File: src/hdl/word_wrap_break_finder_unit_defines.svh
// Shared assertion macros for the word wrap break finder.
`ifndef WORD_WRAP_BREAK_FINDER_UNIT_DEFINES_SVH
`define WORD_WRAP_BREAK_FINDER_UNIT_DEFINES_SVH

// Check that a condition implies another in the same cycle.
`define WWBF_ASSERT_SAME(name, ante, cons) \
  name: assert property (@(posedge clk) disable iff (rst) (ante) |-> (cons)) \
    else $error("wwbf assertion failed");

// Check that a condition implies another in the following cycle.
`define WWBF_ASSERT_NEXT(name, ante, cons) \
  name: assert property (@(posedge clk) disable iff (rst) (ante) |=> (cons)) \
    else $error("wwbf assertion failed");

`endif

File: src/hdl/wwbf_pkg.sv
package wwbf_pkg;

  localparam int COL_BITS = 11;
  localparam int LW_BITS  = 10;
  localparam int TS_BITS  = 5;
  localparam int CFG_DATA_BITS = 10;

  localparam logic [LW_BITS-1:0] LINE_WIDTH_RESET = 10'd80;
  localparam logic [TS_BITS-1:0] TAB_SIZE_RESET   = 5'd8;

  // Register indexes on the configuration port
  localparam logic CFG_LINE_WIDTH = 1'b0;
  localparam logic CFG_TAB_SIZE   = 1'b1;

  // A tab shown as a control character takes two cells
  localparam logic [COL_BITS-1:0] CTRL_TAB_CELLS = 11'd2;

  // Remainder unit: dividend digits retired per cycle, and number of digit-group steps
  localparam int REM_DIGITS = 3;
  localparam int REM_STEPS  = (COL_BITS + REM_DIGITS - 1) / REM_DIGITS;
  localparam int REM_PAD    = REM_STEPS * REM_DIGITS;

  typedef enum logic [1:0] {
    ST_IDLE,
    ST_DIVIDE,
    ST_UPDATE
  } wwbf_state_t;

  typedef struct packed {
    logic capture;
    logic commit;
  } wwbf_cmd_t;

  typedef struct packed {
    logic need_div;
    logic rem_done;
    logic out_free;
  } wwbf_status_t;

endpackage

File: src/hdl/wwbf_rem.sv
module wwbf_rem
  import wwbf_pkg::*;
(
  input  logic                clk,
  input  logic                rst,
  input  logic                start,
  input  logic [COL_BITS-1:0] dividend,
  input  logic [TS_BITS-1:0]  divisor,
  output logic [TS_BITS-1:0]  remainder,
  output logic                done
);

  localparam int CNT_BITS = $clog2(REM_STEPS);

  logic [REM_PAD-1:0]  digits;
  logic [CNT_BITS-1:0] count;
  logic                busy;
  logic [TS_BITS-1:0]  remainder_next;

  // Retire REM_DIGITS dividend bits with restoring compare and subtract
  always_comb begin
    logic [TS_BITS:0] trial;
    remainder_next = remainder;
    for (int k = 0; k < REM_DIGITS; k++) begin
      trial = {remainder_next, digits[REM_PAD-1-k]};
      if (trial >= {1'b0, divisor}) begin
        trial = trial - {1'b0, divisor};
      end
      remainder_next = trial[TS_BITS-1:0];
    end
  end

  // Load on start, then advance one digit group per cycle
  always_ff @(posedge clk) begin
    if (rst) begin
      busy  <= 1'b0;
      done  <= 1'b0;
      count <= '0;
    end else if (start) begin
      busy      <= 1'b1;
      done      <= 1'b0;
      count     <= '0;
      remainder <= '0;
      digits    <= {{(REM_PAD-COL_BITS){1'b0}}, dividend};
    end else if (busy) begin
      remainder <= remainder_next;
      digits    <= digits << REM_DIGITS;
      count     <= count + 1'b1;
      if (count == CNT_BITS'(REM_STEPS-1)) begin
        busy <= 1'b0;
        done <= 1'b1;
      end
    end
  end

endmodule

File: src/hdl/wwbf_ctrl.sv
module wwbf_ctrl
  import wwbf_pkg::*;
(
  input  logic         clk,
  input  logic         rst,
  input  logic         in_valid,
  input  wwbf_status_t sts,
  output wwbf_cmd_t    cmd,
  output logic         in_stall
);

  wwbf_state_t state, state_next;

  // Next state
  always_comb begin
    state_next = state;
    unique case (state)
      ST_IDLE: begin
        if (in_valid) begin
          state_next = sts.need_div ? ST_DIVIDE : ST_UPDATE;
        end
      end
      ST_DIVIDE: begin
        if (sts.rem_done) begin
          state_next = ST_UPDATE;
        end
      end
      ST_UPDATE: begin
        if (sts.out_free) begin
          state_next = ST_IDLE;
        end
      end
      default: state_next = ST_IDLE;
    endcase
  end

  // Outputs
  always_comb begin
    cmd      = '0;
    in_stall = 1'b1;
    unique case (state)
      ST_IDLE: begin
        in_stall    = 1'b0;
        cmd.capture = in_valid;
      end
      ST_DIVIDE: begin
        in_stall = 1'b1;
      end
      ST_UPDATE: begin
        cmd.commit = sts.out_free;
      end
      default: in_stall = 1'b1;
    endcase
  end

  always_ff @(posedge clk) begin
    if (rst) begin
      state <= ST_IDLE;
    end else begin
      state <= state_next;
    end
  end

endmodule

File: src/hdl/wwbf_dpath.sv
module wwbf_dpath
  import wwbf_pkg::*;
#(
  parameter int POSITION_BITS = 16
) (
  input  logic                     clk,
  input  logic                     rst,
  input  logic                     cfg_write,
  input  logic                     cfg_index,
  input  logic [CFG_DATA_BITS-1:0] cfg_data,
  input  logic                     first_of_line,
  input  logic                     last_of_line,
  input  logic                     lead_combining,
  input  logic [POSITION_BITS-1:0] char_pos,
  input  logic [POSITION_BITS-1:0] next_pos,
  input  logic                     is_tab,
  input  logic                     is_control,
  input  logic [1:0]               cell_width,
  input  logic                     is_graphic,
  input  logic                     is_alnum,
  input  logic                     is_space,
  input  logic                     out_stall,
  input  wwbf_cmd_t                cmd,
  output wwbf_status_t             sts,
  output logic                     out_valid,
  output logic                     break_found,
  output logic                     char_cut,
  output logic signed [POSITION_BITS:0] break_pos
);

  // Configuration
  logic [LW_BITS-1:0] line_width;
  logic [TS_BITS-1:0] tab_size;

  // Scan state
  logic [COL_BITS-1:0]      column_total;
  logic [POSITION_BITS-1:0] candidate_pos;
  logic                     visible_seen;
  logic                     prev_visible;
  logic                     scan_done;

  // Captured item
  logic                     item_first;
  logic                     item_last;
  logic [COL_BITS-1:0]      item_col;
  logic [POSITION_BITS-1:0] item_pos;
  logic [POSITION_BITS-1:0] item_next;
  logic                     item_tab;
  logic                     item_ctrl;
  logic [1:0]               item_cells;
  logic                     item_graph;
  logic                     item_alnum;
  logic                     item_space;

  logic [COL_BITS-1:0] col_in;
  logic [TS_BITS-1:0]  rem;
  logic                rem_done;

  // Per-item results
  logic                     active;
  logic                     emit;
  logic                     res_found;
  logic                     res_partial;
  logic [POSITION_BITS:0]   res_pos;
  logic [COL_BITS-1:0]      col_next;
  logic [POSITION_BITS-1:0] cand_next;
  logic                     gs_next;
  logic                     lwg_next;

  // Starting column of the incoming item
  assign col_in = first_of_line ? {{(COL_BITS-1){1'b0}}, lead_combining} : column_total;

  wwbf_rem u_rem (
    .clk       (clk),
    .rst       (rst),
    .start     (cmd.capture),
    .dividend  (col_in),
    .divisor   (tab_size),
    .remainder (rem),
    .done      (rem_done)
  );

  assign sts.need_div = is_tab && (tab_size != '0);
  assign sts.rem_done = rem_done;
  assign sts.out_free = !out_valid || !out_stall;

  // Evaluate the captured item against the scan state
  always_comb begin
    logic [POSITION_BITS-1:0] cand0;
    logic                     gs0;
    logic                     lwg0;
    logic [COL_BITS-1:0]      adv;
    logic [COL_BITS-1:0]      col1;
    logic                     visible;
    logic [POSITION_BITS-1:0] cand1;
    logic                     gs1;
    logic                     lwg1;

    active = item_first || !scan_done;
    cand0  = item_first ? '0 : candidate_pos;
    gs0    = item_first ? 1'b0 : visible_seen;
    lwg0   = item_first ? 1'b0 : prev_visible;

    if (item_tab) begin
      adv = (tab_size != '0) ? {{(COL_BITS-TS_BITS){1'b0}}, tab_size - rem} : CTRL_TAB_CELLS;
    end else begin
      adv = {{(COL_BITS-2){1'b0}}, item_cells};
    end
    col1 = item_col + adv;

    visible = item_graph || item_ctrl;
    cand1   = cand0;
    gs1     = gs0;
    lwg1    = lwg0;
    if (!gs0) begin
      if (visible) begin
        gs1  = 1'b1;
        lwg1 = 1'b1;
      end else begin
        cand1 = item_pos;
      end
    end else if (item_space && lwg0) begin
      cand1 = item_next;
      lwg1  = 1'b0;
    end else if (visible) begin
      if (lwg0 && !item_alnum) begin
        cand1 = item_next;
      end
      lwg1 = 1'b1;
    end

    emit        = 1'b0;
    res_found   = 1'b1;
    res_partial = 1'b0;
    res_pos     = '1;
    col_next    = col1;
    cand_next   = cand1;
    gs_next     = gs1;
    lwg_next    = lwg1;

    if (item_col >= {1'b0, line_width}) begin
      // Line already full on arrival
      emit      = 1'b1;
      res_pos   = {1'b0, (cand0 != '0) ? cand0 : item_pos};
      col_next  = item_col;
      cand_next = cand0;
      gs_next   = gs0;
      lwg_next  = lwg0;
    end else if (col1 > {1'b0, line_width} && (!item_tab || tab_size == '0)) begin
      // Character crosses the edge
      emit        = 1'b1;
      res_partial = (cand0 == '0);
      res_pos     = {1'b0, (cand0 != '0) ? cand0 : item_pos};
      cand_next   = cand0;
      gs_next     = gs0;
      lwg_next    = lwg0;
    end else if (item_last) begin
      emit      = 1'b1;
      res_found = 1'b0;
    end else if (col1 >= {1'b0, line_width}) begin
      emit    = 1'b1;
      res_pos = {1'b0, (cand1 != '0) ? cand1 : item_next};
    end
  end

  // Configuration registers
  always_ff @(posedge clk) begin
    if (rst) begin
      line_width <= LINE_WIDTH_RESET;
      tab_size   <= TAB_SIZE_RESET;
    end else if (cfg_write) begin
      unique case (cfg_index)
        CFG_LINE_WIDTH: line_width <= cfg_data[LW_BITS-1:0];
        CFG_TAB_SIZE:   tab_size   <= cfg_data[TS_BITS-1:0];
        default:        ;
      endcase
    end
  end

  // Capture the item on transfer
  always_ff @(posedge clk) begin
    if (cmd.capture) begin
      item_first <= first_of_line;
      item_last  <= last_of_line;
      item_col   <= col_in;
      item_pos   <= char_pos;
      item_next  <= next_pos;
      item_tab   <= is_tab;
      item_ctrl  <= is_control;
      item_cells <= cell_width;
      item_graph <= is_graphic;
      item_alnum <= is_alnum;
      item_space <= is_space;
    end
  end

  // Advance the scan state
  always_ff @(posedge clk) begin
    if (rst) begin
      column_total  <= '0;
      candidate_pos <= '0;
      visible_seen  <= 1'b0;
      prev_visible  <= 1'b0;
      scan_done     <= 1'b1;
    end else if (cmd.commit && active) begin
      column_total  <= col_next;
      candidate_pos <= cand_next;
      visible_seen  <= gs_next;
      prev_visible  <= lwg_next;
      scan_done     <= emit;
    end
  end

  // Output register: load a result, drop it once transferred
  always_ff @(posedge clk) begin
    if (rst) begin
      out_valid <= 1'b0;
    end else if (cmd.commit && active && emit) begin
      out_valid <= 1'b1;
    end else if (!out_stall) begin
      out_valid <= 1'b0;
    end
  end

  always_ff @(posedge clk) begin
    if (cmd.commit && active && emit) begin
      break_found <= res_found;
      char_cut    <= res_partial;
      break_pos   <= res_pos;
    end
  end

endmodule

File: src/hdl/word_wrap_break_finder_unit.sv
// Flow: an input transfer is captured in IDLE, a tab with nonzero tab size then waits
// in DIVIDE for the digit-serial tab-stop remainder unit, and UPDATE commits the result.
// One item at a time: a new item is taken only in IDLE; a waiting result lets
// one more transfer in, which then holds until the result is transferred.
// Reset (rst, synchronous): line_width 80, tab_size 8, no scan in progress,
// output empty.
`include "word_wrap_break_finder_unit_defines.svh"

module word_wrap_break_finder_unit
  import wwbf_pkg::*;
#(
  parameter int POSITION_BITS = 16
) (
  input  logic                     clk,
  input  logic                     rst,
  input  logic                     cfg_write,
  input  logic                     cfg_index,
  input  logic [CFG_DATA_BITS-1:0] cfg_data,
  input  logic                     in_valid,
  output logic                     in_stall,
  input  logic                     first_of_line,
  input  logic                     last_of_line,
  input  logic                     lead_combining,
  input  logic [POSITION_BITS-1:0] char_pos,
  input  logic [POSITION_BITS-1:0] next_pos,
  input  logic                     is_tab,
  input  logic                     is_control,
  input  logic [1:0]               cell_width,
  input  logic                     is_graphic,
  input  logic                     is_alnum,
  input  logic                     is_space,
  output logic                     out_valid,
  input  logic                     out_stall,
  output logic                     break_found,
  output logic                     char_cut,
  output logic signed [POSITION_BITS:0] break_pos
);

  wwbf_cmd_t    cmd;
  wwbf_status_t sts;

  wwbf_ctrl u_ctrl (
    .clk      (clk),
    .rst      (rst),
    .in_valid (in_valid),
    .sts      (sts),
    .cmd      (cmd),
    .in_stall (in_stall)
  );

  wwbf_dpath #(
    .POSITION_BITS (POSITION_BITS)
  ) u_dpath (
    .clk            (clk),
    .rst            (rst),
    .cfg_write      (cfg_write),
    .cfg_index      (cfg_index),
    .cfg_data       (cfg_data),
    .first_of_line  (first_of_line),
    .last_of_line   (last_of_line),
    .lead_combining (lead_combining),
    .char_pos       (char_pos),
    .next_pos       (next_pos),
    .is_tab         (is_tab),
    .is_control     (is_control),
    .cell_width     (cell_width),
    .is_graphic     (is_graphic),
    .is_alnum       (is_alnum),
    .is_space       (is_space),
    .out_stall      (out_stall),
    .cmd            (cmd),
    .sts            (sts),
    .out_valid      (out_valid),
    .break_found    (break_found),
    .char_cut       (char_cut),
    .break_pos      (break_pos)
  );

  // One item at a time: busy right after a transfer
  `WWBF_ASSERT_NEXT(a_busy_after_transfer, in_valid && !in_stall, in_stall)
  // A line that fits reports no position and no cut character
  `WWBF_ASSERT_SAME(a_fit_no_pos, out_valid && !break_found, break_pos == '1 && !char_cut)
  // A cut character only comes with a break
  `WWBF_ASSERT_SAME(a_partial_breaks, out_valid && char_cut, break_found)

endmodule

File: config.mk
export PLATFORM = sky130hd
export DESIGN_NAME = word_wrap_break_finder_unit
export DESIGN_NICKNAME = d
export VERILOG_FILES = /design/src/hdl/wwbf_pkg.sv /design/src/hdl/wwbf_rem.sv /design/src/hdl/wwbf_ctrl.sv /design/src/hdl/wwbf_dpath.sv /design/src/hdl/word_wrap_break_finder_unit.sv
export VERILOG_INCLUDE_DIRS = /design/src /design/src/hdl
export SDC_FILE = /design/constraint.sdc
export NUM_CORES = 1
export LEC_CHECK = 0
export BUFFER_PORTS_ARGS = -buffer_cell sky130_fd_sc_hd__buf_2
export CAP_MARGIN = 20
export CORE_MARGIN = 1.5
export CORE_UTILIZATION = 60
export CTS_CLUSTER_DIAMETER = 80
export DETAILED_ROUTE_END_ITERATION = 8
export GPL_ROUTABILITY_DRIVEN = 0
export GPL_TIMING_DRIVEN = 0
export PLACE_DENSITY = 0.81
export SYNTH_ARGS = -nofsm -noshare
export SYNTH_HDL_FRONTEND = slang
export SYNTH_HIERARCHICAL = 1
export SYNTH_SLANG_ARGS = --single-unit
File: constraint.sdc
create_clock -name clk -period 8.4 [get_ports clk]
set_clock_uncertainty 0.05 [all_clocks]
set_input_delay 1.68 -clock clk [delete_from_list [all_inputs] [get_ports clk]]
set_output_delay 1.68 -clock clk [all_outputs]
set_load 0.01 [all_outputs]
; ---- Word-level counts from Yosys, hierarchy flattened
; Cells that the tools add are included.
[word_totals]
register_bits = 140
inputBits = 58
out_inout_bits = 21
elab_cells = 135
[op_classes]
addsub = 6
magnitude_cmp = 6
n_eq_ne = 7
mux = 53
bitwise_logic = 3
n_reduce_logical = 30
[ops]
columns = op, count
row1 = $mux 16, 12
row2 = $mux 11, 4
row3 = $mux 17, 2
row4 = $reduce_bool 16->1, 2
row5 = $mux 5, 5
row6 = $mux 1, 24
row7 = $ge 11x10->1, 2
row8 = $sub 5x5->5, 4
row9 = $ge 6x5->1, 3
row10 = $logic_not 16->1, 1
row11 = $mux 12, 1
row12 = $add 11x11->11, 1
row13 = $gt 11x10->1, 1
row14 = $mux 2, 4
row15 = $reduce_and 2->1, 4
row16 = $logic_and 1x1->1, 6
row17 = $ne 2x1->1 const B, 3
row18 = $pmux 2 s3, 1
row19 = $reduce_or 2->1, 3
row20 = $logic_not 1->1, 5
row21 = $logic_not 5->1, 1
row22 = $reduce_bool 5->1, 1
row23 = $eq 2x2->1 const B, 2
row24 = $logic_or 1x1->1, 4
row25 = other kinds (7), 9

; ---- Logic depth before layout (Yosys ltp)
[logic_depth]
word_depth = 12
depth_mapped = 25

; ---- Modules after synthesis
; Netlist, hierarchy kept.
[by_module_without_submodules]
columns = mod, instances, cells_per_inst, area_each_um2
row1 = wwbf_dpath, 1, 558, 5982.0
row2 = wwbf_rem, 1, 146, 1680.4
row3 = wwbf_ctrl, 1, 14, 116.4

; ---- Least setup slack after synthesis
; OpenSTA, ideal clock, no wires.
[synth_timing]
path_kind = input-to-reg
from = input in_valid
to = register u_dpath.u_rem.digits[0] (enable)
setup_ns = 0.391
arrival_ns = 5.266
required_ns = 7.959
slack_ns = 2.693
cell_stages = 5
path_buffers = 1
cell_sequence = inv_1 -> nor2_1 -> buf_1 -> nor2_1 -> nor2_1
[synth_lines]
columns = item, line
row1 = start: declaration, word_wrap_break_finder_unit.sv:19  ; input logic in_valid,
row2 = end signal: assignment, wwbf_rem.sv:44  ; digits <= {{(REM_PAD-COL_BITS){1'b0}}, dividend};
row3 = end signal: assignment, wwbf_rem.sv:47  ; digits <= digits << REM_DIGITS;
row4 = end: declaration, wwbf_rem.sv:15  ; logic [REM_PAD-1:0] digits;

; ---- Worst setup path after layout
[layout_timing]
from = register u_dpath.tab_size[1]
to = register u_dpath.break_pos[5] (data pin)
[layout_between]
elab_chain_len = 9
elab_cells_between_ends = 14
classes_between = add/sub: 2 / order compare: 2 / mux: 6 / reduce/logical: 4
[layout_lines]
columns = item, line
row1 = start: declaration, wwbf_dpath.sv:33  ; logic [TS_BITS-1:0] tab_size;
row2 = start signal: assignment, wwbf_dpath.sv:174  ; CFG_TAB_SIZE: tab_size <= cfg_data[TS_BITS-1:0];
row3 = $sub 5x5->5 or $reduce_bool 5->1 (tied branches), wwbf_dpath.sv:105  ; adv = (tab_size != '0) ? {{(COL_BITS-TS_BITS){1'b0}}, tab_size - rem} : CTRL_TAB_CELLS;
row4 = $mux 5, wwbf_dpath.sv:105
row5 = $mux 11, wwbf_dpath.sv:104  ; if (item_tab) begin
row6 = $add 11x11->11, wwbf_dpath.sv:109  ; col1 = item_col + adv;
row7 = $ge 11x10->1, wwbf_dpath.sv:160  ; end else if (col1 >= {1'b0, line_width}) begin
row8 = $mux 17, wwbf_dpath.sv:160
row9 = $mux 17, wwbf_dpath.sv:157  ; end else if (item_last) begin
row10 = $mux 16 *, wwbf_dpath.sv:149  ; end else if (col1 > {1'b0, line_width} && (!item_tab || tab_size == '0)) begin
row11 = $mux 16 *, wwbf_dpath.sv:141  ; if (item_col >= {1'b0, line_width}) begin
row12 = via u_dpath.res_pos[5], wwbf_dpath.sv:64  ; logic [POSITION_BITS:0] res_pos;
row13 = end signal: assignment, wwbf_dpath.sv:229  ; break_pos <= res_pos;
row14 = end: declaration, wwbf_dpath.sv:28  ; output logic signed [POSITION_BITS:0] break_pos
; Mark *: on every way through the listed nets, which the timed path passes. The rest lies on a longest branch.
; A chain may end at the register's enable or synchronous reset.

==> impl_metrics.env <==
export IMPL_run_status="completed"
export IMPL_io_buffers=78
export IMPL_crit_slowest_cell="a2111oi_1"
export IMPL_fin_crit_ns=6.89
export IMPL_grt_pass1_vias=6334
export IMPL_hp_class="reg2reg"
export IMPL_worst_ep_arrival_time_ns=6.97
export IMPL_worst_ep_required_time_ns=8.48
export IMPL_start_kind="flip-flop"
export IMPL_netlist_instances=718
export IMPL_ys_async_sr_fraction_pct=0
export IMPL_drtPass1Iterations=6
export IMPL_drive_gt1_share_pct=19.5
export IMPL_viasPerCell=6.23
export IMPL_grt_start_max_net_pins=32
export IMPL_syn_cell_area_um2=7780
export IMPL_path_buf_inv=2
export IMPL_detail_route_wirelength_mm=19.6
export IMPL_fmax_ghz=0.145
export IMPL_drt_wirelength_per_cell_um=19.5
export IMPL_h_tree_depth=4
export IMPL_drtIter0Drc=673
export IMPL_core_um2=12600
export IMPL_grt_pass1_wl_mm=31.2
export IMPL_rows=41
export IMPL_cts_tree="yes"
export IMPL_crit_family="compound AO/OA/AOI/OAI gates"
export IMPL_numCtsBuffers=17
export IMPL_yosysWarningCount=6
export IMPL_synthDistinctLibCells=81
export IMPL_synth_edff_count=88
export IMPL_fp_dieW_um=117
export IMPL_p_per_area_nw_per_um2=294
export IMPL_rsz0062_at_grt="no"
export IMPL_clk_latency_ns=0.42
export IMPL_drc=0
export IMPL_critPathMaxFanout=10
export IMPL_synth_seq_cells=140
export IMPL_cts_resized=0
export IMPL_post_place_ws_ns=1.72
export IMPL_relSlewSlack_pct=27.1
export IMPL_post_cts_buffers=0
export IMPL_worstSetupPathType="reg2reg"
export IMPL_synth_fp_nets=826
export IMPL_post_place_cells=970
export IMPL_worst_slew_pin_slew_ns=1.08
export IMPL_syn_to_final_growth_pct=15.9
export IMPL_synth_top_area_share_pct=34.0
export IMPL_dpl_hpwl_mm=14.1
export IMPL_setup_violations=0
export IMPL_routed_via_count=6245
export IMPL_io_pins=79
export IMPL_grt_usage_pct=30.3
export IMPL_gr_total_overflow=0
export IMPL_postCtsHoldBufs=0
export IMPL_yosys_most_used_dff="edfxtp_1"
export IMPL_finalNonFillerCells=1002
export IMPL_ant_nets=0
export IMPL_clock_sinks=140
export IMPL_drv_slew=0
export IMPL_fin_nets=925
export IMPL_die_area_um2=13700
export IMPL_whs_ns=0.403
export IMPL_die_h_um=117
export IMPL_synth_largest_area_cell="edfxtp_1"
export IMPL_antenna_found_initial=0
export IMPL_p_leak_uw=0.00350
export IMPL_ir_worst_vdd_uv=414
export IMPL_fin_crit_sh_pct=82.0
export IMPL_antenna_diode_count=0
export IMPL_setup_tns_ns=0
export IMPL_netlist_top_cells_area="edfxtp_1 34%, dfxtp_1 13%, ha_1 7.2%"
export IMPL_setup_ws_ns=1.51
export IMPL_finalHoldViolations=0
export IMPL_avgSynthCellArea_um2=10.8
export IMPL_ys_seq_area_share_pct=47.4
export IMPL_endpoint_kind="flip-flop"
export IMPL_finalPower_uw=2650
export IMPL_worstPathCellList="or4_1 -> o21ai_2 -> o22a_1 -> ha_1 -> a21o_1 -> a21oi_1 -> o21bai_1 -> a21oi_1 -> nor2_1 -> nand3_1 -> xnor2_1 -> ha_1 -> nand3_1 -> nor3b_1 -> a2111oi_1 -> a2bb2oi_1 -> nand2_1 -> buf_2 -> nor3_2 -> buf_2 -> a32oi_1"
export IMPL_critPathMaxStageDelay_ns=0.73
export IMPL_root_buffer="clkbuf_16"
export IMPL_clkTransAtPathRegs_ns=0.06
export IMPL_start_util_pct=61.6
export IMPL_cap_viol_max_count=0
export IMPL_cts_buffer_depth=2
export IMPL_fillers=919
==> worst reg2reg max path, stage by stage, from the launching register on <==
cell and delay, ns:
dfxtp_1 0.40, or4_1 0.60, o21ai_2 0.38, o22a_1 0.25, ha_1 0.25, a21o_1 0.17
a21oi_1 0.23, o21bai_1 0.10, a21oi_1 0.52, nor2_1 0.14, nand3_1 0.14, xnor2_1 0.14
ha_1 0.27, nand3_1 0.14, nor3b_1 0.07, a2111oi_1 0.73, a2bb2oi_1 0.50, nand2_1 0.15
buf_2 0.27, nor3_2 0.55, buf_2 0.38, a32oi_1 0.17
==> power breakdown <==
group,internal (uW),switching (uW)
sequential,805,45.0
combinational,468,571
clock,467,293
==> metrics by stage <==
step	util, %	area [um^2]
detailed placement	66.7	8420
floorplan	-	7780
finish	71.5	9020
CTS	71.5	9020
global route	71.5	9020
global placement	66.4	8380
==> flip-flops by register name, summed over array words and instances (netlist names), 2 cells and up <==
signal                   count
u_dpath/break_pos           17
u_dpath/u_rem/count          2
u_dpath/u_rem/remainder      5
u_dpath/item_col            11
u_dpath/line_width          10
u_ctrl/state                 2
u_dpath/column_total        11
u_dpath/candidate_pos       16
u_dpath/item_pos            16
u_dpath/u_rem/digits        12
u_dpath/item_cells           2
u_dpath/item_next           16
u_dpath/tab_size             5
==> final cells by class <==
class                   instances  area, um^2  share of cell area, %
repair buffers                 80         418                   4.63
flip-flops and latches        140        3680                   40.8
inverters                      46         173                   1.91
plain buffers                  33         160                   1.78
multi-input cells             499        3770                   41.8
clock buffers                  18         429                   4.76
well taps                     172         215                   2.39
clock inverters                14         169                   1.87
==> worst paths after layout <==
kind	end	cells past startpoint	startpoint	slack, ns
worst min-delay path	u_dpath/line_width[2]	2	u_dpath/line_width[2]	0.40
worst min register to register	u_dpath/line_width[2]	2	u_dpath/line_width[2]	0.40
worst max-delay path	u_dpath/break_pos[5]	21	u_dpath/tab_size[1]	1.51
worst max register to register	u_dpath/break_pos[5]	21	u_dpath/tab_size[1]	1.51
==> per-layer routing <==
layer,up-vias,wire (um),GRT usage [%]
li1,2899,-,-
met2,299,10100,54.5
met5,-,0,0
met3,79,1280,6.18
met1,2968,7410,33.8
met4,0,820,15.9
==> placed cells by master (no fill, tap or decap), types with 5 or more instances in the layout <==
master and instances:
nor2b_1 18, o21ai_0 18, dfxtp_1 52, o2bb2ai_1 17, mux2_1 11, fa_1 5
clkbuf_1 23, xor2_1 5, a21o_1 15, edfxtp_1 88, inv_1 44, mux2_2 12
nand2_1 66, o21ai_1 12, a21oi_1 42, clkbuf_16 17, xnor2_1 17, mux2_4 5
nand4_1 10, mux2i_1 11, nor3_1 6, o311ai_0 11, nor2_1 37, a211oi_1 12
ha_1 45, or3_1 5, nand3_1 13, nor4_1 5, buf_2 82, a22oi_1 14
a32oi_1 15
==> kinds of logic after synthesis <==
group,share of synthesized area [%]
AO/OA/AOI/OAI,19.0
XOR/XNOR,2.48
adder cells (fa/ha/maj),8.53
buffers and inverters,4.28
flip-flops,47.4
multiplexers,5.71
AND/OR/NAND/NOR,12.6
==> cell usage after synthesis, types with 4 or more instances <==
library cell,count
or3_1,5
clkbuf_1,22
dfxtp_1,52
xor2_1,5
mux2_2,12
a32oi_1,15
mux2i_1,11
nand2_1,66
xnor2_1,17
inv_1,44
a211o_1,4
nor3_1,6
a211oi_1,12
o21ai_0,18
edfxtp_1,88
o311ai_0,11
ha_1,45
a21o_1,15
a22oi_1,14
nor2b_1,18
o2bb2ai_1,17
fa_1,5
nor4_1,5
a21oi_1,42
mux2_4,5
buf_2,4
nor2_1,38
nand4_1,10
nand3_1,13
o21ai_1,12
mux2_1,11
Power figures use the tool's default switching activity.
